$ cat src/lffc_pkg.sv
`timescale 1ns / 1ps
// ----------------------------------------------------------------------------
// lffc_pkg
// Shared widths, reset values and register indexes of the LED follow/fade core.
// ----------------------------------------------------------------------------
package lffc_pkg;

	localparam int LEVEL_W    = 8;
	localparam int OFF_W      = 16;
	localparam int TICK_W     = 8;
	localparam int CFG_DATA_W = 16;
	localparam int CFG_IDX_W  = 2;

	localparam logic [LEVEL_W-1:0] MIN_LEVEL_RST   = 8'd10;
	localparam logic [OFF_W-1:0]   OFF_DELAY_RST   = 16'd3000;
	localparam logic [TICK_W-1:0]  FADE_PERIOD_RST = 8'd20;
	localparam logic [TICK_W-1:0]  POLL_PERIOD_RST = 8'd10;
	localparam logic [LEVEL_W-1:0] SEEN_LEVEL_RST  = 8'd255;
	localparam logic [LEVEL_W-1:0] VALID_LEVEL_RST = 8'd10;

	typedef enum logic [CFG_IDX_W-1:0] {
		CFG_MIN_LEVEL   = 2'd0,
		CFG_OFF_DELAY   = 2'd1,
		CFG_FADE_PERIOD = 2'd2,
		CFG_POLL_PERIOD = 2'd3
	} cfg_reg_t;

endpackage

$ cat src/lffc_if.sv
`timescale 1ns / 1ps
// ----------------------------------------------------------------------------
// lffc_in_if / lffc_out_if
// Valid/ready channels for tick items and result items.
// ----------------------------------------------------------------------------
interface lffc_in_if;
	logic                             valid;
	logic                             ready;
	logic [lffc_pkg::LEVEL_W-1:0]     backlight_level;

	modport source (output valid, output backlight_level, input ready);
	modport sink   (input valid, input backlight_level, output ready);
endinterface

interface lffc_out_if;
	logic                             valid;
	logic                             ready;
	logic [lffc_pkg::LEVEL_W-1:0]     led_drive;
	logic [lffc_pkg::LEVEL_W-1:0]     last_valid_level;
	logic                             fading;

	modport source (output valid, output led_drive, output last_valid_level,
		output fading, input ready);
	modport sink   (input valid, input led_drive, input last_valid_level,
		input fading, output ready);
endinterface

$ cat src/led_follow_fade_controller_core.sv
`timescale 1ns / 1ps
// ----------------------------------------------------------------------------
// led_follow_fade_controller_core
// Follows the backlight level on the LEDs, with fade-in and auto-off fade-out.
// ----------------------------------------------------------------------------
// Usage:
//   in_ch  : one transfer per millisecond tick, carrying backlight_level.
//   out_ch : one transfer per tick: led_drive, last_valid_level, fading.
//   wr_*   : register writes (min level, off delay, fade period, poll
//            period), only while no tick is in flight.
// A tick taken at an edge shows on out_ch after it. Throughput is one tick
// per cycle while out_ch is ready; the whole tick update (poll, auto-off,
// one fade step with its 8 x 24 bit multiply) is a single pass of logic
// from the state registers into the result register.
// in_ch.ready is high while the result register is empty or being taken,
// so a stalled receiver holds the result and stops new ticks until it
// takes it; nothing is dropped.
// Reset loads the tick state and registers with reset values; the first
// tick after reset drives the clamped level at once and arms the off timer.
// ----------------------------------------------------------------------------
module led_follow_fade_controller_core #(
	parameter int FADE_STEP_COUNT = 20
) (
	input  logic                                clk,
	input  logic                                arst_n,
	lffc_in_if.sink                             in_ch,
	lffc_out_if.source                          out_ch,
	input  logic                                wr_en,
	input  logic [lffc_pkg::CFG_IDX_W-1:0]      wr_index,
	input  logic [lffc_pkg::CFG_DATA_W-1:0]     wr_data
);

	localparam int LW     = lffc_pkg::LEVEL_W;
	localparam int OW     = lffc_pkg::OFF_W;
	localparam int TW     = lffc_pkg::TICK_W;
	localparam int IDX_W  = $clog2(FADE_STEP_COUNT + 1);
	localparam int SHIFT  = 8 + 2 * IDX_W;
	localparam longint RECIP = ((64'd1 << SHIFT) + FADE_STEP_COUNT - 1) / FADE_STEP_COUNT;
	localparam int COEF_W = SHIFT + 1 + IDX_W;
	localparam int PROD_W = LW + COEF_W;

	// k * ceil(2^SHIFT / N): with |diff| * N^2 < 2^SHIFT the shifted product
	// equals floor(|diff| * k / N) exactly
	typedef logic [2**IDX_W-1:0][COEF_W-1:0] coef_tab_t;

	function automatic coef_tab_t build_coef();
		coef_tab_t tab;
		for (int k = 0; k < 2**IDX_W; k++) begin
			tab[k] = COEF_W'(longint'(k) * RECIP);
		end
		return tab;
	endfunction

	localparam coef_tab_t COEF = build_coef();

	// configuration
	logic [LW-1:0] min_level_q;
	logic [OW-1:0] off_delay_q;
	logic [TW-1:0] fade_period_q;
	logic [TW-1:0] poll_period_q;

	// tick state
	logic [LW-1:0]    seen_level_q, drive_level_q, fade_target_q, valid_level_q;
	logic [IDX_W-1:0] fade_index_q;
	logic             fade_active_q, off_armed_q, started_q;
	logic [TW-1:0]    fade_timer_q, poll_timer_q;
	logic [OW-1:0]    off_timer_q;

	// result register
	logic          out_valid_q;
	logic [LW-1:0] led_drive_q, last_valid_q;
	logic          fading_q;

	logic accept;

	// next state
	logic [LW-1:0]    seen_n, drive_n, target_n, valid_n;
	logic [IDX_W-1:0] index_n;
	logic             active_n, armed_n, off_fresh, fade_fresh;
	logic [TW-1:0]    fade_timer_n, poll_timer_n;
	logic [OW-1:0]    off_timer_n;
	logic [LW-1:0]    lvl, diff_mag, q_mag;
	logic             diff_neg;
	logic [PROD_W-1:0] prod;

	function automatic logic [LW-1:0] clamp_level(input logic [LW-1:0] b,
		input logic [LW-1:0] floor_lvl);
		logic [LW-1:0] r;
		if (b == '0) r = '0;
		else if (b < floor_lvl) r = floor_lvl;
		else r = b;
		return r;
	endfunction

	assign in_ch.ready = !out_valid_q || out_ch.ready;
	assign accept      = in_ch.valid && in_ch.ready;

	always_comb begin
		seen_n       = seen_level_q;
		drive_n      = drive_level_q;
		target_n     = fade_target_q;
		valid_n      = valid_level_q;
		index_n      = fade_index_q;
		active_n     = fade_active_q;
		armed_n      = off_armed_q;
		fade_timer_n = fade_timer_q;
		poll_timer_n = poll_timer_q;
		off_timer_n  = off_timer_q;
		off_fresh    = 1'b0;
		fade_fresh   = 1'b0;
		diff_mag     = '0;
		diff_neg     = 1'b0;
		prod         = '0;
		q_mag        = '0;

		lvl = clamp_level(in_ch.backlight_level, min_level_q);

		if (!started_q) begin
			if (lvl != '0) valid_n = lvl;
			drive_n      = lvl;
			off_timer_n  = off_delay_q;
			armed_n      = 1'b1;
			off_fresh    = 1'b1;
			poll_timer_n = '0;
		end

		// poll
		if (poll_timer_n == '0) begin
			if (in_ch.backlight_level != seen_n) begin
				seen_n = in_ch.backlight_level;
				if (lvl != '0) begin
					valid_n = lvl;
					if (drive_n == '0) begin
						target_n     = lvl;
						index_n      = '0;
						active_n     = 1'b1;
						fade_timer_n = fade_period_q;
						fade_fresh   = 1'b1;
					end else begin
						drive_n = lvl;
					end
				end
				off_timer_n = off_delay_q;
				armed_n     = 1'b1;
				off_fresh   = 1'b1;
			end
			poll_timer_n = (poll_period_q == '0) ? '0 : poll_period_q - 1'b1;
		end else begin
			poll_timer_n = poll_timer_n - 1'b1;
		end

		// auto-off
		if (armed_n && !off_fresh) begin
			if (off_timer_n <= OW'(1)) begin
				armed_n      = 1'b0;
				off_timer_n  = '0;
				target_n     = '0;
				index_n      = '0;
				active_n     = 1'b1;
				fade_timer_n = fade_period_q;
				fade_fresh   = 1'b1;
			end else begin
				off_timer_n = off_timer_n - 1'b1;
			end
		end

		// fade step: drive += trunc((target - drive) * k / N)
		if (active_n && !fade_fresh) begin
			if (fade_timer_n <= TW'(1)) begin
				diff_neg = target_n < drive_n;
				diff_mag = diff_neg ? drive_n - target_n : target_n - drive_n;
				prod     = PROD_W'(diff_mag) * PROD_W'(COEF[index_n]);
				q_mag    = prod[SHIFT +: LW];
				drive_n  = diff_neg ? drive_n - q_mag : drive_n + q_mag;
				if ({1'b0, index_n} + 1'b1 > (IDX_W+1)'(FADE_STEP_COUNT)) begin
					drive_n  = target_n;
					active_n = 1'b0;
					index_n  = '0;
				end else begin
					index_n      = index_n + 1'b1;
					fade_timer_n = fade_period_q;
				end
			end else begin
				fade_timer_n = fade_timer_n - 1'b1;
			end
		end
	end

	always_ff @(posedge clk or negedge arst_n) begin
		if (!arst_n) begin
			min_level_q   <= lffc_pkg::MIN_LEVEL_RST;
			off_delay_q   <= lffc_pkg::OFF_DELAY_RST;
			fade_period_q <= lffc_pkg::FADE_PERIOD_RST;
			poll_period_q <= lffc_pkg::POLL_PERIOD_RST;
		end else if (wr_en) begin
			unique case (lffc_pkg::cfg_reg_t'(wr_index))
				lffc_pkg::CFG_MIN_LEVEL:   min_level_q   <= wr_data[LW-1:0];
				lffc_pkg::CFG_OFF_DELAY:   off_delay_q   <= wr_data[OW-1:0];
				lffc_pkg::CFG_FADE_PERIOD: fade_period_q <= wr_data[TW-1:0];
				lffc_pkg::CFG_POLL_PERIOD: poll_period_q <= wr_data[TW-1:0];
				default: ;
			endcase
		end
	end

	always_ff @(posedge clk or negedge arst_n) begin
		if (!arst_n) begin
			seen_level_q  <= lffc_pkg::SEEN_LEVEL_RST;
			drive_level_q <= '0;
			fade_target_q <= '0;
			valid_level_q <= lffc_pkg::VALID_LEVEL_RST;
			fade_index_q  <= '0;
			fade_active_q <= 1'b0;
			off_armed_q   <= 1'b0;
			started_q     <= 1'b0;
			fade_timer_q  <= '0;
			poll_timer_q  <= '0;
			off_timer_q   <= '0;
		end else if (accept) begin
			seen_level_q  <= seen_n;
			drive_level_q <= drive_n;
			fade_target_q <= target_n;
			valid_level_q <= valid_n;
			fade_index_q  <= index_n;
			fade_active_q <= active_n;
			off_armed_q   <= armed_n;
			started_q     <= 1'b1;
			fade_timer_q  <= fade_timer_n;
			poll_timer_q  <= poll_timer_n;
			off_timer_q   <= off_timer_n;
		end
	end

	always_ff @(posedge clk or negedge arst_n) begin
		if (!arst_n) begin
			out_valid_q <= 1'b0;
		end else if (accept) begin
			out_valid_q <= 1'b1;
		end else if (out_ch.ready) begin
			out_valid_q <= 1'b0;
		end
	end

	always_ff @(posedge clk) begin
		if (accept) begin
			led_drive_q  <= drive_n;
			last_valid_q <= valid_n;
			fading_q     <= active_n;
		end
	end

	assign out_ch.valid            = out_valid_q;
	assign out_ch.led_drive        = led_drive_q;
	assign out_ch.last_valid_level = last_valid_q;
	assign out_ch.fading           = fading_q;

	// the step index rests at zero whenever no fade runs
	a_idle_index: assert property (@(posedge clk) disable iff (!arst_n)
		!fade_active_q |-> fade_index_q == '0)
		else $error("fade index not cleared while idle");

	a_index_range: assert property (@(posedge clk) disable iff (!arst_n)
		fade_index_q <= IDX_W'(FADE_STEP_COUNT))
		else $error("fade index beyond step count");

	a_result_after_accept: assert property (@(posedge clk) disable iff (!arst_n)
		accept |=> out_valid_q && led_drive_q == $past(drive_n))
		else $error("accepted tick gave no result");

	a_started_stays: assert property (@(posedge clk) disable iff (!arst_n)
		started_q |=> started_q)
		else $error("started flag dropped");

endmodule

$ cat src/flat_wrapper.sv
// flat-port wrapper written by rule: the top's interface ports become plain ports
module led_follow_fade_controller_core_flat 
#(
	parameter int FADE_STEP_COUNT = 20
)
  (clk, arst_n, wr_en, wr_index, wr_data, in_ch_valid, in_ch_backlight_level, in_ch_ready, out_ch_valid, out_ch_led_drive, out_ch_last_valid_level, out_ch_fading, out_ch_ready);
  lffc_in_if in_ch_i ();
  lffc_out_if out_ch_i ();
  input  logic clk;
  input  logic arst_n;
  input  logic wr_en;
  input  logic [lffc_pkg::CFG_IDX_W-1:0] wr_index;
  input  logic [lffc_pkg::CFG_DATA_W-1:0] wr_data;
  input wire logic [$bits(in_ch_i.valid)-1:0] in_ch_valid;
  input wire logic [$bits(in_ch_i.backlight_level)-1:0] in_ch_backlight_level;
  output wire logic [$bits(in_ch_i.ready)-1:0] in_ch_ready;
  output wire logic [$bits(out_ch_i.valid)-1:0] out_ch_valid;
  output wire logic [$bits(out_ch_i.led_drive)-1:0] out_ch_led_drive;
  output wire logic [$bits(out_ch_i.last_valid_level)-1:0] out_ch_last_valid_level;
  output wire logic [$bits(out_ch_i.fading)-1:0] out_ch_fading;
  input wire logic [$bits(out_ch_i.ready)-1:0] out_ch_ready;
  assign in_ch_i.valid = in_ch_valid;
  assign in_ch_i.backlight_level = in_ch_backlight_level;
  assign in_ch_ready = in_ch_i.ready;
  assign out_ch_valid = out_ch_i.valid;
  assign out_ch_led_drive = out_ch_i.led_drive;
  assign out_ch_last_valid_level = out_ch_i.last_valid_level;
  assign out_ch_fading = out_ch_i.fading;
  assign out_ch_i.ready = out_ch_ready;
  led_follow_fade_controller_core #(.FADE_STEP_COUNT(FADE_STEP_COUNT)) u_core (.clk(clk), .arst_n(arst_n), .in_ch(in_ch_i), .out_ch(out_ch_i), .wr_en(wr_en), .wr_index(wr_index), .wr_data(wr_data));
endmodule
$ cat config.mk
export PLATFORM = sky130hd
export DESIGN_NAME = led_follow_fade_controller_core_flat
export DESIGN_NICKNAME = d
export VERILOG_FILES = /design/src/lffc_pkg.sv /design/src/lffc_if.sv /design/src/led_follow_fade_controller_core.sv /design/src/flat_wrapper.sv
export SDC_FILE = /design/constraint.sdc
export NUM_CORES = 1
export LEC_CHECK = 0
export BUFFER_PORTS_ARGS = -buffer_cell sky130_fd_sc_hd__buf_2
export CORE_ASPECT_RATIO = 0.8
export CORE_MARGIN = 2
export CORE_UTILIZATION = 61
export DETAILED_ROUTE_END_ITERATION = 10
export PLACE_DENSITY = 0.82
export SETUP_SLACK_MARGIN = 0.4
export SYNTH_ARGS = -nofsm -noshare
export SYNTH_HDL_FRONTEND = slang
export SYNTH_SLANG_ARGS = --single-unit
$ cat constraint.sdc
create_clock -name clk -period 16.6 [get_ports clk]
set_input_delay 3.32 -clock clk [delete_from_list [all_inputs] [get_ports clk]]
set_output_delay 3.32 -clock clk [all_outputs]
set_load 0.01 [all_outputs]
== Word level (Yosys, flattened, before mapping) ==
Memory sizes are Yosys's and may differ from the RTL's.
Cells that the tools add are included.
Storage, ports and cells
  register bits after elaboration: 130
  ROM bits: 768
  memory bits (writable): 0
  memories: 1
  latch bits: 0
  output and inout bits: 19
Memories
  (name not given): words 32, width 24, read ports 1, clocked after Yosys merged registers in 0, write ports 0, RTL line led_follow_fade_controller_core.sv:172  | prod = PROD_W'(diff_mag) * PROD_W'(COEF[index_n]);
Operators by class
  shift-type cells: 0
  multiplexer cells: 75
  bitwise gates (word level): 0
  reduce and logical (&&, ||, !) cells: 19
  $add $sub $neg: 10
  equal/unequal tests: 4
  $mul: 1
  div/mod/pow operators: 0
  magnitude comparators: 6
Operator list (count)
  8-bit two-way mux: 35
  16-bit two-way mux: 5
  5-bit two-way mux: 9
  8-bit zero test: 4
  8-bit by 24-bit multiplier with 26-bit output: 1
  1-bit two-way mux: 25
  24-bit two-way mux: 1
  8-bit by 1-bit subtractor with 8-bit output (second input constant): 3
  8-bit subtractor: 3
  16-bit by 1-bit less-or-equal comparator with 1-bit output (second input constant): 1
  8-bit less-than comparator: 2
  16-bit by 1-bit subtractor with 16-bit output (second input constant): 1
  8-bit adder: 1
  8-bit by 1-bit less-or-equal comparator with 1-bit output (second input constant): 1
  8-bit != test: 1
  2-bit AND reduction: 4
  8-bit nonzero test: 1
  5-bit by 1-bit adder with 6-bit output (second input constant): 1
  6-bit by 5-bit > comparator with 1-bit output (second input constant): 1
  5-bit by 6-bit less-than comparator with 1-bit output (second input constant): 1
  5-bit by 1-bit adder with 5-bit output (second input constant): 1
  2-bit == test (second input constant): 2
  1-bit logical AND: 3
  1-bit zero test: 3
  5 further kinds: 5

== Depth between registers and ports, before layout ==
  depth in word-level cells: 19
  mapped depth: 76

== Least setup slack after synthesis ==
OpenSTA, ideal clock, no wires.
  path type: input port to flip-flop
  start: input port in_ch_backlight_level[0]
  end: register u_core.led_drive_q[7], in the netlist u_core.out_ch.led_drive[7] (data pin)
  data required time: 16.327 ns
  stages on the path: 65
  slack: 0.476 ns
  arrival: 15.851 ns
  setup time: 0.273 ns
  cell sequence: xnor2_1 -> nand4_1 -> o21ai_4 -> and2_1 -> clkbuf_1 -> clkbuf_1 -> nand2_1 -> and2_1 -> inv_1 -> ha_1 -> nor2_1 -> nor4bb_1 -> and4_1 -> clkbuf_1 -> nor2_1 -> inv_1 -> ha_1 -> ha_1 -> [29 not listed] -> ha_1 -> nand2_1 -> o21ai_0 -> ha_1 -> a21o_1 -> a21oi_1 -> nor2b_1 -> o21a_1 -> o41ai_1 -> xnor2_1 -> xnor2_1 -> nand2_1 -> o311a_1 -> nand3_1 -> xnor2_1 -> xor2_1 -> mux2i_1 -> mux2i_1
On the way
  cells in the longest elaborated chain, start to end: 19
Ends and longest elaborated chain
  from (decl): RTL line flat_wrapper.sv:15  | input wire logic [$bits(in_ch_i.backlight_level)-1:0] in_ch_backlight_level;
  8-bit less-than comparator: RTL line led_follow_fade_controller_core.sv:90  | else if (b < floor_lvl) r = floor_lvl;
  8-bit two-way mux: RTL line led_follow_fade_controller_core.sv:90
  8-bit two-way mux: RTL line led_follow_fade_controller_core.sv:89  | if (b == '0) r = '0;
  8-bit two-way mux: RTL line led_follow_fade_controller_core.sv:118  | if (!started_q) begin
  8-bit zero test: RTL line led_follow_fade_controller_core.sv:133  | if (drive_n == '0) begin
  8-bit two-way mux or 5-bit two-way mux (tied branches): RTL line led_follow_fade_controller_core.sv:133
  8-bit two-way mux or 5-bit two-way mux (tied branches): RTL line led_follow_fade_controller_core.sv:131  | if (lvl != '0) begin
  8-bit two-way mux or 5-bit two-way mux (tied branches): RTL line led_follow_fade_controller_core.sv:129  | if (in_ch.backlight_level != seen_n) begin
  [4 not listed]
  8-bit two-way mux or 24-bit two-way mux (tied branches): RTL line led_follow_fade_controller_core.sv:171, led_follow_fade_controller_core.sv:172
  8-bit by 24-bit multiplier with 26-bit output: RTL line led_follow_fade_controller_core.sv:172
  8-bit adder or 8-bit subtractor (tied branches): RTL line led_follow_fade_controller_core.sv:174  | drive_n = diff_neg ? drive_n - q_mag : drive_n + q_mag;
  8-bit two-way mux: RTL line led_follow_fade_controller_core.sv:174
  8-bit two-way mux: RTL line led_follow_fade_controller_core.sv:175  | if ({1'b0, index_n} + 1'b1 > (IDX_W+1)'(FADE_STEP_COUNT)) begin
  8-bit two-way mux: RTL line led_follow_fade_controller_core.sv:169  | if (fade_timer_n <= TW'(1)) begin
  8-bit two-way mux *: RTL line led_follow_fade_controller_core.sv:168  | if (active_n && !fade_fresh) begin
  net u_core.drive_n[7]: RTL line led_follow_fade_controller_core.sv:77  | logic [LW-1:0] seen_n, drive_n, target_n, valid_n;
  to (signal assigned): RTL line led_follow_fade_controller_core.sv:246  | led_drive_q <= drive_n;
  to (decl): RTL line led_follow_fade_controller_core.sv:71  | logic [LW-1:0] led_drive_q, last_valid_q;
The timed path passes the listed nets; every way through them passes the cells marked *. The select of a mux whose other input is x is not followed.
A chain may end at the register's enable or synchronous reset.

== Final worst setup path ==
  start: input port in_ch_backlight_level[6]
  end: register u_core.led_drive_q[7], in the netlist u_core.out_ch.led_drive[7] (data pin)
The elaborated chain is that of the path after synthesis.

==> impl_metrics.py <==
metrics = {
    "setup_path": {
        "critPathLaunchType": "input pin",
        "crit_type": "in2reg",
        "critPathSlowestCell": "fa_1",
        "crit_arrival_ps": 15800,
        "r2r_slack_ps": 3030,
        "slowest_delay_ps": 550,
        "required_ps": 16740,
        "path_max_fanout": 8,
        "path_common_cell": "a21o_1",
        "endpoint_kind": "flip-flop",
    },
    "die": {
        "fp.dieW_microns": 168,
        "dieArea_sq_um": 22700,
        "core_sq_um": 20900,
        "rows": 47,
        "start_util": 0.627,
        "io_pins": 50,
        "die_h_microns": 135,
    },
    "synthesis": {
        "synthCells": 1535,
        "synth_area_sq_um": 13100,
        "ys_seq_elements": 130,
        "synth_edf_count": 17,
        "syn-num-nets": 1739,
        "ys_types": 81,
        "synth-main-ff-cell": "dfrtp_1",
        "ys_async_sr_fraction": 0.869,
        "yosysSeqAreaShare": 0.257,
        "ys_warn_count": 0,
        "avgSynthCellArea_sq_um": 8.53,
    },
    "placement": {
        "hpwl_mm": 27.2,
        "dp_slack_ps": -229,
        "portBuffers": 49,
        "placed_area_sq_um": 13800,
        "place_congestion": 1.03,
    },
    "global_routing": {
        "grt-busiest-layer": "met1",
        "grt_max_degree": 72,
        "grt_usage": 0.322,
        "use_met2": 0.472,
        "met1_usage": 0.485,
        "grt_pass1_vias": 11100,
        "grt_pass1_wl_mm": 57.8,
        "use_met3": 0.0818,
        "antenna_found_initial": 0,
        "gr-total-overflow": 0,
    },
    "sta": {
        "max_freq_ghz": 0.0638,
        "hold_viol": 0,
        "postLayoutSetupSlackWorst_ps": 938,
        "tightest_slew_ps": 885,
        "period_share": 0.944,
        "slew_headroom": 0.408,
        "drv_slew": 0,
        "fin_crit_ps": 15660,
        "rsz0062_at_grt": "no",
        "worst_clock_skew_ps": 22.0,
        "setup_viol": 0,
        "final.setup.tns_ps": 0,
    },
    "detailed_routing": {
        "drtIter0Drc": 1157,
        "routedWlPerCell_microns": 19.2,
        "wirelength_mm": 36.0,
        "drtPass1Iterations": 5,
        "viasPerCell": 6.31,
        "vias": 11800,
        "detail-route-antenna-nets": 0,
        "drc": 0,
    },
    "cells_and_area": {
        "fillerInstances": 1544,
        "synthToLayoutAreaGrowth_pct": 12.1,
        "insertedDiodeCount": 0,
        "multi_input_area_sq_um": 9080,
        "regArea_sq_um": 3370,
        "final_nets": 1797,
        "stdcell_area_sq_um": 14700,
        "drive_above_1_share": 0.178,
        "reg_top3": "u_core.off_delay_q x16, u_core.off_timer_q x16",
    },
    "outcome": {
        "status": "complete, no violations",
    },
    "clock_network": {
        "cts-root-buf": "clkbuf_16",
        "worstSkewPairLatency_ps": 430,
        "clk_pin_slew_ps": 60,
        "cts-buffers-inserted": 17,
        "clock_path_buffers": 2,
        "h-tree-depth": 4,
        "clock-sinks": 130,
        "cts_tree": "done",
    },
    "min_path": {
        "hp-class": "reg2reg",
    },
    "flow_run": {
        "drv_cap": 0,
    },
}
-- path summary, 6_finish.rpt --
| path | startpoint | endpoint | depth (start not counted) |
|---|---|---|---|
| hold reg to reg | u_core.valid_level_q[1] | u_core.valid_level_q[1] | 2 |
| setup reg to reg | u_core.poll_timer_q[5] | u_core.out_ch.led_drive[7] | 60 |
| setup / recovery | in_ch_backlight_level[6] | u_core.out_ch.led_drive[7] | 62 |
| min in group asynchronous | arst_n | u_core.off_delay_q[12] | 1 |
| hold / removal | u_core.valid_level_q[1] | u_core.valid_level_q[1] | 2 |
| max in group asynchronous | arst_n | u_core.fade_target_q[0] | 2 |
-- layer usage --
metal | vias up | wire length, microns
li1 | 5392 | -
met1 | 5731 | 15900
met2 | 643 | 15500
met3 | 59 | 4160
met4 | 0 | 475
met5 | - | 0
-- synthesized netlist by cell type, types with 29 or more instances --
| cell | number | area, sq um |
|---|---|---|
| a21o_1 | 43 | 323 |
| a21oi_1 | 92 | 460 |
| clkbuf_1 | 51 | 191 |
| dfrtp_1 | 90 | 2250 |
| fa_1 | 84 | 1680 |
| ha_1 | 89 | 1110 |
| inv_1 | 182 | 683 |
| mux2_2 | 53 | 597 |
| nand2_1 | 168 | 631 |
| nor2_1 | 142 | 533 |
| nor3_1 | 29 | 145 |
| o21ai_0 | 102 | 510 |
| xnor2_1 | 33 | 289 |
-- what timing repair did --
item,4_1_cts,5_1_grt
setup buffers,0,5
hold buffers,0,0
endpoints found under the setup margin,2,4
resized for setup,2,58
pin swaps,0,9
-- final cells by class --
cell class,count,share of cell area
multi-input combinational,1162,0.619
inverter,183,0.0468
sequential,130,0.229
tap,269,0.0229
clock inverter,13,0.00878
timing repair buffer,99,0.0427
clock buffer,19,0.0309
-- metrics by stage --
stage	utilization	hold WS, ps	cells
global route	0.703	502	1875
finish	0.703	465	1875
global placement	0.660	445	1838
detailed placement	0.660	463	1838
CTS	0.689	470	1870
floorplan	-	439	1535
-- layout by cell type, fill, tap and decap left out, drive strengths merged, types with 23 or more instances in the layout --
| master | count |
|---|---|
| mux2 | 53 |
| mux2i | 27 |
| dfrtp | 90 |
| inv | 185 |
| xnor2 | 33 |
| ha | 89 |
| nor3 | 31 |
| dfstp | 23 |
| a21o | 43 |
| nand2 | 168 |
| nand3 | 24 |
| nor2 | 144 |
| o21ai | 112 |
| a21oi | 93 |
| fa | 84 |
| buf | 99 |
-- kinds of logic after synthesis --
group,Yosys count,share of synthesized area
buf+inv,243,0.0703
fa+ha+maj,173,0.213
flops,130,0.257
simple gates,489,0.174
xor+xnor,45,0.0301
mux,80,0.0662
compound gates,375,0.189
-- worst max-delay path: cells and delay by family --
family,cells,cell delay [ps]
xor+xnor,6,1220
mux,2,300
simple gates,17,2830
compound gates,20,3930
fa+ha+maj,9,3370
buf+inv,8,840
Power is not shown: default switching activity piles up to over one toggle a cycle in this logic, so the estimate is an artifact.
